==> config.mk <==
export PLATFORM = sky130hd
export DESIGN_NAME = bez_csr
export DESIGN_NICKNAME = d
export VERILOG_FILES = /design/src/hw/rtl/bez_pkg.sv /design/src/hw/rtl/bez_csr.sv
export SDC_FILE = /design/constraint.sdc
export NUM_CORES = 1
export LEC_CHECK = 0
export BUFFER_PORTS_ARGS = -buffer_cell sky130_fd_sc_hd__buf_2
export CAP_MARGIN = 25
export CORE_UTILIZATION = 40
export DETAILED_ROUTE_END_ITERATION = 10
export REMOVE_ABC_BUFFERS = 1
export SLEW_MARGIN = 20
export SYNTH_ARGS = -nofsm -noshare
export SYNTH_HDL_FRONTEND = slang
export SYNTH_SLANG_ARGS = --single-unit
export TNS_END_PERCENT = 10
==> constraint.sdc <==
create_clock -name clock -period 2.54 [get_ports clock]
set_input_delay 0.381 -clock clock [delete_from_list [all_inputs] [get_ports clock]]
set_output_delay 0.381 -clock clock [all_outputs]
set_load 0.005 [all_outputs]
==> src/hw/rtl/bez_pkg.sv <==
// shared types, widths and the interpolation function of the bezier evaluator
// used by every module of the block; no dependencies

package bez_pkg;

   localparam int CW       = 24;
   localparam int T_FRAC   = 16;
   localparam int TW       = T_FRAC + 1;
   localparam int VAL_W    = CW + 2;
   localparam int OUT_W    = 28;
   localparam int PROD_W   = VAL_W + 1 + TW + 1;
   localparam int NUM_REGS = 8;
   localparam int IDX_W    = $clog2(NUM_REGS);
   localparam int ADDR_W   = IDX_W + 2;
   localparam int DATA_W   = 32;

   localparam logic [TW-1:0] T_ONE = TW'(1) << T_FRAC;

   typedef logic signed [CW-1:0]    coord_type;
   typedef coord_type [3:0]         quad_type;
   typedef logic signed [VAL_W-1:0] val_type;
   typedef logic [TW-1:0]           t_type;
   typedef logic signed [OUT_W-1:0] out_type;

   typedef enum logic [1:0] {
      CMD_POINT   = 2'd0,
      CMD_TANGENT = 2'd1,
      CMD_NORMAL  = 2'd2
   } cmd_type;

   typedef struct packed {
      logic  ld2;
      logic  ld3;
      logic  ld4;
      logic  deriv1;
      t_type t1;
      t_type t2;
      t_type t3;
   } bez_ctl_type;

   // a + floor((b - a) * t / 2^T_FRAC)
   function automatic val_type lerp(input val_type a, input val_type b, input t_type t);
      logic signed [VAL_W:0]    diff;
      logic signed [PROD_W-1:0] prod;
      diff = {b[VAL_W-1], b} - {a[VAL_W-1], a};
      prod = diff * $signed({1'b0, t});
      return a + val_type'(prod[T_FRAC+VAL_W-1:T_FRAC]);
   endfunction

endpackage

==> src/hw/rtl/bez_csr.sv <==
// control point registers behind the apb-style configuration port
// depends on bez_pkg

module bez_csr import bez_pkg::*; (
   input  logic              clock,
   input  logic              reset,
   input  logic              psel,
   input  logic              penable,
   input  logic              pwrite,
   input  logic [ADDR_W-1:0] paddr,
   input  logic [DATA_W-1:0] pwdata,
   output logic [DATA_W-1:0] prdata,
   output logic              pready,
   output quad_type          px,
   output quad_type          py
);

   coord_type        regs_ff [NUM_REGS];
   logic [IDX_W-1:0] idx;
   logic             wr;

   assign idx    = paddr[ADDR_W-1:2];
   assign wr     = psel & penable & pwrite;
   assign pready = 1'b1;
   assign prdata = DATA_W'({{(DATA_W-CW){1'b0}}, regs_ff[idx]});

   always_ff @(posedge clock) begin
      if (reset) begin
         for (int i = 0; i < NUM_REGS; i++) begin
            regs_ff[i] <= '0;
         end
      end else if (wr) begin
         regs_ff[idx] <= pwdata[CW-1:0];
      end
   end

   always_comb begin
      for (int i = 0; i < 4; i++) begin
         px[i] = regs_ff[2*i];
         py[i] = regs_ff[2*i+1];
      end
   end

endmodule

==> qor.tcl, run 1 <==
set qor(clkSlewWorstSetupHoldPaths_ns) 0.07
set qor(layout.core_utilization) 0.5102
set qor(initial_core_util) 0.4074
set qor(clock-sinks) 192
set qor(max_flop_register) {regs_ff}
set qor(postSynthAreaPerCell_um2) 16.41
set qor(ys_ff_latch) 192
set qor(cts_bufs_inserted) 17
set qor(largest_family_of_logic_cells_by_synthesized_area) {simple AND/OR/NAND/NOR gates}
set qor(p_leak_nw) 4.439
set qor(number_of_global_route_vias_before_repair) 5534
set qor(yosysUniqueCellTypes) 25
set qor(via_per_inst) 5.126
set qor(drt_pre_antenna_iters) 5
set qor(worst_pin_slew_ns) 0.8508
set qor(cts_root_buffer) {clkbuf_16}
set qor(portBuffers) 247
set qor(area_growth_from_synthesis_to_layout_pct) 25.24
set qor(grt_start_max_net_pins) 25
set qor(die-area_um2) 22760
set qor(finalCritPeriodShare) 0.9132
set qor(post-route-worst-setup-slack_ns) 0.2206
set qor(hold_path_class) {in -> reg}
set qor(postRouteAntennaNets) 0
set qor(io_pins) 267
set qor(groute.usage.overall) 0.2241
set qor(postCtsHoldBufs) 0
set qor(drt_iter0_drc) 351
set qor(gp_congestion) 0.7981
set qor(synthAdderAreaFrac) 0
set qor(worst_hold_slack_ns) 0.3074
set qor(timing.critical_path.cells) {buf_4, buf_12, mux4_2, mux2_2, buf_2}
set qor(power-per-cell-area_nw_per_um2) 645.5
set qor(total_negative_slack_for_setup_checks_ns) 0
set qor(crit_required_ns) 2.16
set qor(slew_headroom) 0.4328
set qor(crit_path_top_delay_cell) {mux4_2}
set qor(synth-warning-count) 0
set qor(timing.critical_path.arrival_ns) 1.94
set qor(critPathLaunchType) {input port}
set qor(filler_cell_count) 1860
set qor(drv.max_cap_violation_count) 0
set qor(clock_tree_from_tritoncts) {done}
set qor(synth_compound_gate_area_share) 0.002682
set qor(setup-violations-final) 0
set qor(fin_crit_ns) 2.319
set qor(routed_wire_length_per_instance_um) 23.15
set qor(first_pass_grt_wire_length_mm) 35.55
set qor(number_of_cells_upsized_or_downsized_after_cts) 0
set qor(crit_type) {in -> out}
set qor(vias) 5633
set qor(post-cts-setup-buffers) 0
set qor(synth_xor_xnor_area_share) 0
set qor(postLayoutCellArea_um2) 11100
set qor(gr-total-overflow) 0
set qor(dp_hpwl_mm) 16.38
set qor(crit_buf_inv) 3
set qor(crit_fanout) 19
set qor(dieHeight_um) 150.9
set qor(timing.fmax_mhz) 431.1
set qor(postPlaceCellArea_um2) 10510
set qor(post_synth_instance_area_um2) 8864
set qor(report.final.hold_viol_count) 0
set qor(diodes) 0
set qor(antenna_found_initial) 1
set qor(num-nets-final) 848
set qor(cts_max_level) 4
set qor(wl_mm) 25.44
set qor(drt_drc_violations_left) 0
set qor(yosys-mux-area-fraction) 0.1396
set qor(number_of_instances_in_the_synthesized_netlist) 540
set qor(worst_setup_path_end_kind) {output port}
set qor(floorplan.rows) 54
set qor(timing.critical_path.slowest_cell_delay_ns) 0.56
set qor(largest_register_ff_count) 192
set qor(worst_path_dominant_cell_family) {multiplexers}
set qor(place_ws_ns) 0.2002
set qor(floorplan.core_area_um2) 21760
set qor(drive_above_1_share) 0.4908
set qor(outcome) {completed}
set qor(drv_slew) 0
set qor(synth_simple_gate_area_frac) 0.1755
set qor(die_w_um) 150.9
set qor(synth_seq_area_share) 0.6505
set qor(rsz0062_at_grt) {false}
set qor(irDropWorstVdd_mv) 0.4603
set qor(clock_path_buffers) 2
set qor(largest_registers) {regs_ff (192)}
## metrics by stage
stage / power [W] / std cells
after floorplan: 0.004089 / 507
after global placement: 0.004565 / 1067
after detailed placement: 0.004579 / 1067
after CTS: 0.007225 / 1099
after global routing: 0.007405 / 1099
final: 0.007166 / 1099
## final timing paths
check / startpoint / endpoint / slack [ns] / cells after the start
hold / removal: pwdata[20] / regs_ff[7][20] / 0.31 / 2
setup / recovery: paddr[2] / prdata[17] / 0.22 / 5
## cell usage after synthesis, drive strengths merged
| master | n | area [µm²] |
|---|---|---|
| nand4b | 1 | 23.77 |
| mux4 | 47 | 1059 |
| nor4b | 2 | 47.55 |
| o32a | 1 | 10.01 |
| nor4 | 2 | 42.54 |
| a21oi | 1 | 5.000 |
| and2 | 192 | 1211 |
| conb | 2 | 7.510 |
| nand3b | 1 | 7.510 |
| a31o | 1 | 8.760 |
| or2 | 8 | 50.05 |
| nand2b | 1 | 6.260 |
| buf | 28 | 206.4 |
| edfxtp | 192 | 5766 |
| mux2i | 1 | 10.01 |
| inv | 2 | 7.510 |
| mux2 | 15 | 168.9 |
| nor2 | 1 | 3.750 |
| clkbuf | 12 | 60.06 |
| nand2 | 26 | 97.59 |
| nor3 | 4 | 65.06 |
## routing by layer
| metal | wire length (µm) | track usage | vias up |
|---|---|---|---|
| li1 | - | - | 2495 |
| met1 | 10890 | 0.2959 | 2846 |
| met2 | 12310 | 0.3750 | 277 |
| met3 | 1991 | 0.05181 | 15 |
| met4 | 256 | 0.05250 | 0 |
| met5 | 0 | 0 | - |
## where the power goes
part	total [W]	internal, W	switching (W)
clock	0.00267	0.00140	0.00126
sequential	0.00376	0.00365	0.000102
combinational	0.000744	0.000365	0.000379
## kinds of logic (layout without fill, tap and decap cells)
family | count (synthesis) | after routing
other cells | 2 | 9
compound gates | 3 | 3
flops | 192 | 192
simple gates | 238 | 238
buf+inv | 42 | 314
mux | 63 | 63
## cells in the final DEF (no fill, tap or decap), drive strengths merged
| cell | count |
|---|---|
| a21oi | 1 |
| a31o | 1 |
| nand3b | 1 |
| clkbuf | 17 |
| or2 | 8 |
| inv | 11 |
| buf | 280 |
| edfxtp | 192 |
| nor2 | 1 |
| o32a | 1 |
| nor4 | 2 |
| conb | 9 |
| mux2 | 15 |
| nand2 | 26 |
| bufinv | 1 |
| clkinv | 4 |
| clkinvlp | 1 |
| mux4 | 47 |
| nor3 | 4 |
| and2 | 192 |
| mux2i | 1 |
| nand4b | 1 |
| nand2b | 1 |
| nor4b | 2 |
## area by class of cell
class / count / area, µm² / area share
flip-flops and latches: 192 / 5766 / 0.5194
multi-input cells: 313 / 2850 / 0.2568
repair buffers: 280 / 1536 / 0.1384
clock buffers: 17 / 425.4 / 0.03832
well taps: 280 / 350.3 / 0.03156
clock inverters: 15 / 165.2 / 0.01488
inverters: 2 / 7.507 / 0.0006763
(Power assumes the default switching activity.)
==> run 2, diff against run 1 <==
--- a/config.mk
+++ b/config.mk
@@ -7,3 +7,3 @@
 export LEC_CHECK = 0
-export BUFFER_PORTS_ARGS = -buffer_cell sky130_fd_sc_hd__buf_2
+export BUFFER_PORTS_ARGS = -buffer_cell sky130_fd_sc_hd__clkbuf_2
 export CAP_MARGIN = 25
--- a/constraint.sdc
+++ b/constraint.sdc
@@ -3,2 +3,2 @@
 set_output_delay 0.381 -clock clock [all_outputs]
-set_load 0.005 [all_outputs]
+set_load 0.05 [all_outputs]
==> qor.tcl, run 2 (synthesis gave the netlist of run 1 again) <==
set qor(diodes) 0 ;# unchanged
set qor(fin_crit_ns) 2.299 ;# -0.01996 ns
set qor(postPlaceCellArea_um2) 10560 ;# +0.48%
set qor(post-route-worst-setup-slack_ns) 0.2405 ;# +0.01996 ns
set qor(postRouteAntennaNets) 0 ;# unchanged
set qor(num-nets-final) 851 ;# +0.35%
set qor(crit_fanout) 15 ;# -4
set qor(cts_bufs_inserted) 17 ;# unchanged
set qor(hold_path_class) {in -> reg}
set qor(clock_path_buffers) 2 ;# unchanged
set qor(top_usage_layer) {met2}
set qor(die_w_um) 150.9 ;# unchanged
set qor(postLayoutCellArea_um2) 11060 ;# -0.33%
set qor(crit_buf_inv) 3 ;# unchanged
set qor(groute.usage.overall) 0.2289 ;# +0.004825
set qor(outcome) {completed}
set qor(max_flop_register) {regs_ff}
set qor(irDropWorstVdd_mv) 0.4702 ;# +2.2%
set qor(die-area_um2) 22760 ;# unchanged
set qor(portBuffers) 247 ;# unchanged
set qor(dieHeight_um) 150.9 ;# unchanged
set qor(first_pass_grt_wire_length_mm) 36.07 ;# +1.5%
set qor(crit_required_ns) 2.16 ;# about the same
set qor(drive_above_1_share) 0.4854 ;# -0.005477
set qor(floorplan.core_area_um2) 21760 ;# unchanged
set qor(initial_core_util) 0.4074 ;# unchanged
set qor(number_of_global_route_vias_before_repair) 5683 ;# +2.7%
set qor(drv_slew) 0 ;# unchanged
set qor(place_ws_ns) 0.2820 ;# +0.08180 ns
set qor(met3_usage) 0.04458 ;# -0.007229
set qor(routed_wire_length_per_instance_um) 23.37 ;# +0.94%
set qor(total_negative_slack_for_setup_checks_ns) 0 ;# unchanged
set qor(crit_type) {in -> out}
set qor(cts_max_level) 4 ;# unchanged
set qor(critPathLaunchType) {input port}
set qor(worst_path_dominant_cell_family) {buffers and inverters}
set qor(wl_mm) 25.70 ;# +1.0%
set qor(power-per-cell-area_nw_per_um2) 694.6 ;# +7.6%
set qor(post-cts-setup-buffers) 0 ;# unchanged
set qor(via_per_inst) 5.194 ;# +1.3%
set qor(clock-sinks) 192 ;# unchanged
set qor(vias) 5713 ;# +1.4%
set qor(drt_drc_violations_left) 0 ;# unchanged
set qor(floorplan.rows) 54 ;# unchanged
set qor(antenna_found_initial) 0 ;# -1
set qor(report.final.hold_viol_count) 0 ;# unchanged
set qor(drt_pre_antenna_iters) 4 ;# -1
set qor(drt_iter0_drc) 352 ;# +0.28%
set qor(io_pins) 267 ;# unchanged
set qor(largest_registers) {regs_ff (192)}
set qor(rsz0062_at_grt) {false}
set qor(finalCritPeriodShare) 0.9053 ;# -0.007859
set qor(timing.critical_path.arrival_ns) 1.92 ;# -0.02 ns
set qor(clock_tree_from_tritoncts) {done}
set qor(p_leak_nw) 4.467 ;# +0.62%
set qor(post-layout-total-power_w) 0.007685 ;# +7.3%
set qor(cts_root_buffer) {clkbuf_16}
set qor(gr-usage-met1) 0.2979 ;# +0.001956
set qor(final_common_cell) {clkbuf_2}
set qor(slew_headroom) 0.4364 ;# +0.003548
set qor(timing.fmax_mhz) 434.9 ;# +0.87%
set qor(grt_start_max_net_pins) 28 ;# +12%
set qor(worst_pin_slew_ns) 0.8455 ;# -0.005321 ns
set qor(dp_hpwl_mm) 17.18 ;# +4.9%
set qor(grt_use_met2) 0.3849 ;# +0.009862
set qor(crit_path_top_delay_cell) {buf_4}
set qor(timing.critical_path.slowest_cell_delay_ns) 0.38 ;# -0.18 ns
set qor(largest_register_ff_count) 192 ;# unchanged
set qor(gp_congestion) 0.8235 ;# +3.2%
set qor(number_of_cells_upsized_or_downsized_after_cts) 0 ;# unchanged
set qor(timing.critical_path.cells) {clkbuf_2, buf_4, mux4_2, nand2_1, nand2_1, clkbuf_2}
set qor(setup-violations-final) 0 ;# unchanged
set qor(most-common-layout-cells) {clkbuf_2 (244), edfxtp_1 (192), and2_1 (184)}
set qor(clkSlewWorstSetupHoldPaths_ns) 0.07 ;# about the same
set qor(worst_setup_path_end_kind) {output port}
set qor(postCtsHoldBufs) 0 ;# unchanged
set qor(area_growth_from_synthesis_to_layout_pct) 24.83
set qor(gr-total-overflow) 0 ;# unchanged
set qor(drv.max_cap_violation_count) 0 ;# unchanged
run 2: cell types whose count changed in the layout (fill, tap and decap cells not counted), moves of 2 or more:
cell,change
buf_2,-245
clkbuf_1,+4
buf_4,+2
inv_8,-4
clkbuf_2,+244
buf_12,+2
inv_6,-3
run 2: where the power goes:
part | total, W | internal, W | switching (W)
sequential | 0.00376 | 0.00366 | 0.000107
clock | 0.00237 | 0.00124 | 0.00112
combinational | 0.00156 | 0.000374 | 0.00118
run 2: per-stage QoR:
step / cells / hold slack [ns] / utilization
after floorplan: 507 / 0.5792 / -
after global placement: 1070 / 0.7434 / 0.4854
after detailed placement: 1070 / 0.7514 / 0.4854
after CTS: 1100 / 0.2987 / 0.5086
after global routing: 1100 / 0.3141 / 0.5086
final: 1100 / 0.3135 / 0.5086
run 2: path summary, 6_finish.rpt:
check                 startpoint       endpoint  slack [ns]  depth (start not counted)
worst min-delay path   pwdata[0]  regs_ff[5][0]        0.31                          2
worst max-delay path    paddr[3]     prdata[18]        0.24                          6
run 2: layer usage:
metal / vias to the layer above / share of wire
li1: 2500 / -
met1: 2894 / 0.42
met2: 280 / 0.50
met3: 39 / 0.071
met4: 0 / 0.016
met5: - / 0
run 2: area by class of cell:
| cell class | instances | area, µm² |
|---|---|---|
| repair buffers | 283 | 1587 |
| clock buffers | 21 | 440.4 |
| flip-flops and latches | 192 | 5766 |
| multi-input cells | 313 | 2850 |
| clock inverters | 9 | 63.81 |
| fillers | 1886 | 10690 |
| well taps | 280 | 350.3 |
| inverters | 2 | 7.507 |
==> run 3, diff against run 2 <==
Settings changed: CTS_BUF_LIST set to sky130_fd_sc_hd__clkbuf_16.
==> qor.tcl, run 3 (synthesis gave the netlist of run 1 again) <==
set qor(initial_core_util) 0.4074 ;# unchanged
set qor(clkSlewWorstSetupHoldPaths_ns) 0.07 ;# about the same
set qor(slew_headroom) 0.4356 ;# -0.0007440
set qor(irDropWorstVdd_mv) 0.4707 ;# +0.10%
set qor(clock_tree_from_tritoncts) {done}
set qor(final_common_cell) {clkbuf_2}
set qor(rsz0062_at_grt) {false}
set qor(max_flop_register) {regs_ff}
set qor(drt_iter0_drc) 357 ;# +1.4%
set qor(number_of_global_route_vias_before_repair) 5683 ;# unchanged
set qor(vias) 5711 ;# -0.035%
set qor(cts_bufs_inserted) 17 ;# unchanged
set qor(post-cts-setup-buffers) 0 ;# unchanged
set qor(filler_cell_count) 1886 ;# unchanged
set qor(pwr-share-clk) 0.306 ;# -0.002
set qor(portBuffers) 247 ;# unchanged
set qor(hold_path_class) {in -> reg}
set qor(drt_drc_violations_left) 0 ;# unchanged
set qor(io_pins) 267 ;# unchanged
set qor(first_pass_grt_wire_length_mm) 36.07 ;# unchanged
set qor(postPlaceCellArea_um2) 10560 ;# unchanged
set qor(floorplan.rows) 54 ;# unchanged
set qor(clock_path_buffers) 2 ;# unchanged
set qor(outcome) {completed}
set qor(timing.critical_path.slowest_cell_delay_ns) 0.38 ;# about the same
set qor(timing.critical_path.cells) {clkbuf_2, buf_4, mux4_2, nand2_1, nand2_1, clkbuf_2}
set qor(most-common-layout-cells) {clkbuf_2 (244), edfxtp_1 (192), and2_1 (184)}
set qor(crit_path_top_delay_cell) {buf_4}
set qor(num-nets-final) 851 ;# unchanged
set qor(cts_max_level) 4 ;# unchanged
set qor(postLayoutCellArea_um2) 11060 ;# unchanged
set qor(fin_crit_ns) 2.294 ;# -0.005642 ns
set qor(via_per_inst) 5.192 ;# about the same
set qor(floorplan.core_area_um2) 21760 ;# unchanged
set qor(largest_register_ff_count) 192 ;# unchanged
set qor(gr-total-overflow) 0 ;# unchanged
set qor(routed_wire_length_per_instance_um) 23.38 ;# about the same
set qor(power.sequential.fraction) 0.491 ;# about the same
set qor(power_frac_comb) 0.203 ;# about the same
set qor(grt_start_max_net_pins) 28 ;# unchanged
set qor(report.final.hold_viol_count) 0 ;# unchanged
set qor(power-per-cell-area_nw_per_um2) 693.3 ;# -0.20%
set qor(largest_registers) {regs_ff (192)}
set qor(number_of_cells_upsized_or_downsized_after_cts) 0 ;# unchanged
set qor(worst_setup_path_end_kind) {output port}
set qor(timing.fmax_mhz) 436.0 ;# +0.25%
set qor(layout.core_utilization) 0.5086 ;# unchanged
set qor(post-layout-total-power_w) 0.007670 ;# -0.20%
set qor(postCtsHoldBufs) 0 ;# unchanged
set qor(cts_root_buffer) {clkbuf_16}
set qor(internal_power_w) 0.005258 ;# -0.31%
set qor(clock-sinks) 192 ;# unchanged
set qor(critPathLaunchType) {input port}
set qor(switching_power_w) 0.002413 ;# about the same
set qor(drv.max_cap_violation_count) 0 ;# unchanged
set qor(crit_type) {in -> out}
set qor(worst_hold_slack_ns) 0.3131 ;# -0.0004040 ns
set qor(wl_mm) 25.71 ;# about the same
set qor(gp_congestion) 0.8235 ;# unchanged
set qor(dp_hpwl_mm) 17.18 ;# unchanged
set qor(drv_slew) 0 ;# unchanged
set qor(die-area_um2) 22760 ;# unchanged
set qor(finalCritPeriodShare) 0.9031 ;# -0.002221
set qor(antenna_found_initial) 0 ;# unchanged
set qor(die_w_um) 150.9 ;# unchanged
set qor(p_leak_nw) 4.483 ;# +0.37%
set qor(dieHeight_um) 150.9 ;# unchanged
set qor(diodes) 0 ;# unchanged
set qor(worst_pin_slew_ns) 0.8466 ;# +0.001115 ns
set qor(total_negative_slack_for_setup_checks_ns) 0 ;# unchanged
set qor(drive_above_1_share) 0.4854 ;# unchanged
set qor(timing.critical_path.arrival_ns) 1.91 ;# about the same
set qor(area_growth_from_synthesis_to_layout_pct) 24.83 ;# unchanged
set qor(groute.usage.overall) 0.2289 ;# unchanged
set qor(postRouteAntennaNets) 0 ;# unchanged
set qor(crit_fanout) 15 ;# unchanged
set qor(drt_pre_antenna_iters) 5 ;# +1
set qor(setup-violations-final) 0 ;# unchanged
set qor(power_switching_share) 0.3146 ;# +0.0007753
set qor(crit_required_ns) 2.16 ;# about the same
==> run 3: final cells by class <==
class                   count  area (µm²)  share of cell area
flip-flops and latches    192        5766              0.5211
multi-input cells         313        2850              0.2576
repair buffers            283        1587              0.1434
clock buffers              17       425.4             0.03845
well taps                 280       350.3             0.03166
clock inverters            13       78.83            0.007124
inverters                   2       7.507           0.0006785
==> run 3: layer usage <==
metal | track usage | vias to the layer above | part of all wire
li1 | - | 2500 | -
met1 | 0.2979 | 2898 | 0.42
met2 | 0.3849 | 274 | 0.50
met3 | 0.04458 | 39 | 0.069
met4 | 0.07450 | 0 | 0.016
met5 | 0 | - | 0
==> run 3: critical path: cells and delay by family <==
kind                   cells  cell delay, ns
multiplexers               1            0.38
buffers and inverters      3            0.97
AND/OR/NAND/NOR            2            0.16
==> run 3: power by group through the flow <==
| stage | combinational [W] | sequential (W) | clock [W] |
|---|---|---|---|
| finish | 0.00156 | 0.00376 | 0.00235 |
| global route | 0.00162 | 0.00378 | 0.00251 |
| CTS | 0.00157 | 0.00376 | 0.00239 |
| detailed placement | 0.00156 | 0.00383 | 0 |
| global placement | 0.00156 | 0.00382 | 0 |
| floorplan | 0.000473 | 0.00442 | 0 |
==> run 3: path summary, 6_finish.rpt <==
kind / startpoint / cells past startpoint / slack [ns] / endpoint
worst min-delay path: pwdata[0] / 2 / 0.31 / regs_ff[5][0]
worst max-delay path: paddr[3] / 6 / 0.25 / prdata[18]
==> run 3: per-stage QoR <==
| step | cells | worst slack, ns |
|---|---|---|
| floorplan | 507 | 0.3937 |
| global placement | 1070 | 0.2722 |
| detailed placement | 1070 | 0.2820 |
| CTS | 1100 | 0.2495 |
| global route | 1100 | 0.2273 |
| finish | 1100 | 0.2462 |
